--- src/hdl/ialu_pkg.sv ---
// shared types, constants and operation codes of the 64-bit integer alu
package ialu_pkg;

    // datapath width, low bits of each operand are used
    localparam int DATA_WIDTH = 64;
    localparam int FIELD_WIDTH = 64;
    localparam int MODE_WIDTH = 4;
    localparam int SHAMT_WIDTH = 6;

    // operation codes
    localparam logic [MODE_WIDTH-1:0] MODE_ADD = 4'd0;
    localparam logic [MODE_WIDTH-1:0] MODE_SUB = 4'd1;
    localparam logic [MODE_WIDTH-1:0] MODE_MUL = 4'd2;
    localparam logic [MODE_WIDTH-1:0] MODE_DIV = 4'd3;
    localparam logic [MODE_WIDTH-1:0] MODE_REM = 4'd4;
    localparam logic [MODE_WIDTH-1:0] MODE_AND = 4'd5;
    localparam logic [MODE_WIDTH-1:0] MODE_OR  = 4'd6;
    localparam logic [MODE_WIDTH-1:0] MODE_XOR = 4'd7;
    localparam logic [MODE_WIDTH-1:0] MODE_SHL = 4'd8;
    localparam logic [MODE_WIDTH-1:0] MODE_SHR = 4'd9;

    // one request in flight along the cell row
    typedef struct packed {
        logic                  valid;
        logic [MODE_WIDTH-1:0] mode;
        logic                  err;
        logic                  neg_res;
        logic [DATA_WIDTH-1:0] rem;
        logic [DATA_WIDTH-1:0] dq;
        logic [DATA_WIDTH-1:0] dvs;
        logic [DATA_WIDTH-1:0] acc;
        logic [DATA_WIDTH-1:0] ma;
        logic [DATA_WIDTH-1:0] mb;
        logic [DATA_WIDTH-1:0] simple;
    } t_item;

endpackage

--- src/hdl/ialu_cell.sv ---
// one cell of the row: one restoring divide step and one shift-add multiply step
module ialu_cell (
    input  logic            i_clk,
    input  logic            i_rst_n,
    input  logic            i_en,
    input  ialu_pkg::t_item i_item,
    output ialu_pkg::t_item o_item
);
    localparam int W = ialu_pkg::DATA_WIDTH;

    ialu_pkg::t_item r_item;
    ialu_pkg::t_item n_item;
    logic [W:0]      shifted;
    logic [W:0]      diff;

    // divide step and multiply step
    always_comb begin
        n_item  = i_item;
        shifted = {i_item.rem, i_item.dq[W-1]};
        diff    = shifted - {1'b0, i_item.dvs};
        if (!diff[W]) begin
            n_item.rem = diff[W-1:0];
        end else begin
            n_item.rem = shifted[W-1:0];
        end
        n_item.dq  = {i_item.dq[W-2:0], ~diff[W]};
        n_item.acc = i_item.acc + (i_item.mb[0] ? i_item.ma : '0);
        n_item.ma  = {i_item.ma[W-2:0], 1'b0};
        n_item.mb  = {1'b0, i_item.mb[W-1:1]};
    end

    // stage register
    always_ff @(posedge i_clk) begin
        if (!i_rst_n) begin
            r_item.valid <= 1'b0;
        end else if (i_en) begin
            r_item <= n_item;
        end
    end

    assign o_item = r_item;
endmodule

--- config.mk ---
export PLATFORM = sky130hd
export DESIGN_NAME = ialu_cell
export DESIGN_NICKNAME = d
export VERILOG_FILES = /design/src/hdl/ialu_pkg.sv /design/src/hdl/ialu_cell.sv
export SDC_FILE = /design/constraint.sdc
export NUM_CORES = 1
export LEC_CHECK = 0
export BUFFER_PORTS_ARGS = -buffer_cell sky130_fd_sc_hd__buf_4
export CELL_PAD_IN_SITES_DETAIL_PLACEMENT = 2
export CELL_PAD_IN_SITES_GLOBAL_PLACEMENT = 2
export CORE_AREA = 8 8 346 348
export CTS_BUF_LIST = sky130_fd_sc_hd__clkbuf_4 sky130_fd_sc_hd__clkbuf_8
export DETAILED_ROUTE_END_ITERATION = 8
export DIE_AREA = 0 0 354 356
export PLACE_DENSITY_LB_ADDON = 0.1
export SYNTH_ARGS = -nofsm -noshare
export SYNTH_HDL_FRONTEND = slang
export SYNTH_SLANG_ARGS = --single-unit
--- constraint.sdc ---
create_clock -name i_clk -period 11.3 [get_ports i_clk]
set_input_delay 1.13 -clock i_clk [delete_from_list [all_inputs] [get_ports i_clk]]
set_output_delay 1.13 -clock i_clk [all_outputs]
set_load 0.1 [all_outputs]
Word-level counts from Yosys, hierarchy flattened
Index checks and enable logic that the tools add are counted.
- add/subtract/negate cells: 2
- bitwise operators: 1
- reductions and logical operators: 1
- multiplexer cells: 2
- operator list (cell ; number):
    $mux 64 ; 2
    $sub 65x64->65 ; 1
    $add 64x64->64 ; 1
    $reduce_and 2->1 ; 1
    $not 1->1 ; 1
- register bits after elaboration: 453
- output and inout port bits: 455

Logic depth before layout (Yosys ltp)
- word-level depth: 2
- depth in mapped cells: 15
- gate-level depth less buffers: 13

Worst setup path after synthesis
OpenSTA, ideal clock, no wires.
- path type: input port to flip-flop
- start point: input port i_en
- end point: register r_item (netlist bit o_item[0]), enable pin
- stages on the path: 1
- buffers on the path: 0
- setup time: 872 ps
- path slack: -856 ps
- arrival: 11284 ps
- path through: and2_1
- cells in the longest elaborated chain, start to end: 1
- RTL lines (item ; line ; RTL):
    start, declared ; ialu_cell.sv:5 ; input logic i_en,
    $reduce_and 2->1 (no line) ; n/a ;
    end signal, assigned ; ialu_cell.sv:37 ; r_item <= n_item;
    end, declared ; ialu_cell.sv:11 ; ialu_pkg::t_item r_item;
Every way passes these cells.
A chain may end at the register's enable or synchronous reset.

==> impl_metrics.csv <==
group,metric,value,unit
clocking,htreeDepth,3,
setup_path,critPathKind,"in2reg",
setup_path,crit_chain,"buf_4, inv_1, ha_1, fa_1, nand2b_1, a21o_1, a21o_1, a211o_1, a2111oi_2, o21a_1, or2_1, o211ai_4, buf_4, inv_2, mux2_2",
global_route,met2_usage,0.297,
sta,clock.fmax,0.184,GHz
hold_path,hold_start,"o_item[454]$_SDFFE_PN0P_",
sta,setup_viol,0,
placed_design,dp_cells,4201,
hold_path,hold_path_depth,2,
setup_path,r2r_end,"o_item[454]$_SDFFE_PN0P_",
clocking,clk_latency,0.69,ns
logic_synthesis,synth_ff_type,"edfxtp_1",
logic_synthesis,synth_enable_flop_cells,452,
setup_path,r2r-start,"o_item[454]$_SDFFE_PN0P_",
global_route,grt_overflow,0,
route,vias,18789,
power,seqPwrFrac,0.365,
logic_synthesis,yosysWarningCount,0,
cells_and_area,fin_nets,3371,
power,power.internal,3360,µW
logic_synthesis,yosys.area.top_type,"edfxtp_1",
floorplan,boundaryPins,913,
sta,fin_tns_setup,0,ns
placed_design,dp_hpwl,95400,µm
global_route,grt_use_met1,0.195,
logic_synthesis,async_flop_share,0,
logic_synthesis,synth_top_area_frac,0.608,
floorplan,die_area,0.126,mm²
floorplan,start_util,0.196,
logic_synthesis,synth-seq-cells,453,
route,first_pass_iters,5,
placed_design,gp_congestion,0.814,
sta,max_slew.worst_pin.slew,1.12,ns
setup_path,cp_max_fo,101,
power,vdd_drop_max,0.0000722,V
route,ant_nets,0,
hold_path,hold_end,"o_item[454]$_SDFFE_PN0P_",
clocking,hold_buffers,0,
sta,final.setup.worst_slack,5.87,ns
global_route,grt-busiest-layer,"met2",
hold_path,hp-class,"reg2reg",
power,comb_power_share,0.333,
sta,relSlewSlack,0.251,
global_route,antenna_found_initial,30,
sta,min_period,5.43,ns
run,cap_violations,0,
clocking,clock-sinks,453,
route,drc,0,
clocking,clock_path_buffers,3,
setup_path,critical-path-slowest-cell,"buf_4",
power,leakage,0.0137,µW
floorplan,rows,124,
cells_and_area,largest_register_ffs,453,
logic_synthesis,synthCells,1838,
cells_and_area,fin_area,0.0327,mm²
logic_synthesis,synth_area,0.0223,mm²
route,avgViaCountPerCell,4.28,
logic_synthesis,ys_types,70,
clocking,cts_tree,"yes",
floorplan,die_y,356,µm
sta,fin_crit_sh,0.480,
cells_and_area,stdcell_count,4386,
setup_path,worstPathRequired,11.74,ns
route,wl_per_cell,26.1,µm
placed_design,dp_slack,5.00,ns
sta,clock_skew,0,ns
placed_design,io_buffers,910,
cells_and_area,drive_above_1_share,0.379,
global_route,grt_pass1_vias,20711,
logic_synthesis,syn_area_per_cell,12.1,µm²
placed_design,dpl_cell_area,0.0309,mm²
cells_and_area,final_cell_mix,"buf_4, edfxtp_1, nand2_1, a21oi_1, o21ai_0",
global_route,grt_max_degree,142,
route,wl,115000,µm
global_route,grt_pass1_wl,160000,µm
sta,hold_viol_final,0,
setup_path,worstRegToRegCells,2,
setup_path,cp-start-kind,"input port",
clocking,cts_setup_buffers,0,
power,pwr-share-clk,0.302,
setup_path,cp_data_arrival_time,5.87,ns
cells_and_area,syn2layout_area_growth,46.3,%
setup_path,reg2reg_slack,10.70,ns
setup_path,cp-end-kind,"register",
power,switching_share,0.403,
power,powerDensity,172,mW/mm²
clocking,clk_pin_slew_worst_paths,0.06,ns
floorplan,core,0.114,mm²
cells_and_area,fillers,12576,
global_route,grt_usage,0.172,
sta,drv_slew,0,
logic_synthesis,ys_seq_area_frac,0.609,
setup_path,cp_slowest_stage_delay,0.85,ns
cells_and_area,mostFrequentLayoutCell,"buf_4",
sta,rsz0062_at_grt,"no",
global_route,use_met3,0.0733,
clocking,clockRootBuffer,"clkbuf_8",
floorplan,die_width,354,µm
route,drt_iter0_markers,795,
logic_synthesis,synth_area_leaders,"edfxtp_1, ha_1, a21oi_1, o21ai_0, nand2_1",
power,p_sw,2270,µW
outcome,status,"completed",
clocking,cts_made_buffers,93,
clocking,cts_resized,0,
-- how the worst max path moves through the flow --
stage / startpoint / to / depth (start not counted)
after global routing: i_item[383] / o_item[413]$_DFFE_PP_ / 15
after floorplan: i_rst_n / o_item[0]$_DFFE_PP_ / 1
after CTS: i_item[383] / o_item[413]$_DFFE_PP_ / 15
final: i_item[383] / o_item[413]$_DFFE_PP_ / 15
after global placement: i_item[383] / o_item[404]$_DFFE_PP_ / 15
after detailed placement: i_item[383] / o_item[427]$_DFFE_PP_ / 15
-- power by group through the flow --
stage | combinational (µW) | clock [µW] | sequential, µW
6_report | 1870 | 1700 | 2060
5_1_grt | 1970 | 1870 | 2070
2_1_floorplan | 416 | 0 | 3010
4_1_cts | 1910 | 1790 | 2060
3_3_place_gp | 1890 | 0 | 2090
3_5_place_dp | 1900 | 0 | 2090
-- metal layers --
layer / share of wire / vias to the layer above
li1: - / 8745
met1: 0.39 / 9264
met2: 0.49 / 614
met3: 0.096 / 142
met4: 0.022 / 24
met5: 0.0012 / -
-- worst max-delay path, delay by kind of cell --
family	cells	cell delay, ns
AO/OA/AOI/OAI	6	1.81
buffers and inverters	4	1.18
adder cells (fa/ha/maj)	2	0.81
AND/OR/NAND/NOR	2	0.44
multiplexers	1	0.33
-- layout make-up --
cell class,instances,area [µm²],area share
clock inverters,49,294,0.00900
flip-flops and latches,453,13600,0.416
multi-input cells,1218,8080,0.247
well taps,1512,1890,0.0579
clock buffers,118,1470,0.0449
repair buffers,917,6910,0.212
inverters,101,379,0.0116
diodes,18,45.0,0.00138
-- stage by stage --
step                       util  power (µW)  hold slack (ns)
after global placement    0.271        3980            0.501
after global routing      0.287        5900            0.474
after CTS                 0.286        5760            0.449
final                     0.287        5630            0.537
after floorplan               -        3420            0.981
after detailed placement  0.271        3990            0.532
-- cells in the mapped netlist, types with 5 or more instances --
cell type / instances
ha_1: 127
xnor2_1: 75
a221oi_1: 5
or3_1: 6
xor2_1: 41
nand2b_1: 17
o31ai_1: 11
nand2_1: 175
inv_1: 100
nor2_1: 85
o21bai_1: 15
a21oi_1: 157
o21a_1: 12
clkbuf_1: 51
nor4_1: 7
o211ai_1: 12
a211oi_1: 17
a21o_1: 59
o21ai_0: 134
nand3_1: 19
a31oi_1: 15
a21boi_0: 7
nor2b_1: 14
nand4_1: 30
and2_1: 73
or2_2: 5
edfxtp_1: 452
a41oi_1: 5
nor3_1: 17
mux2_2: 5
and3_1: 9
buf_2: 11
-- kinds of logic after synthesis --
kind of cell,count (synthesis),synth area share
buf+inv,168,0.0296
other cells,1,0.000168
compound gates,495,0.138
fa+ha+maj,129,0.0730
mux,7,0.00342
flops,453,0.609
xor+xnor,116,0.0455
simple gates,469,0.101
(Power assumes the default switching activity.)
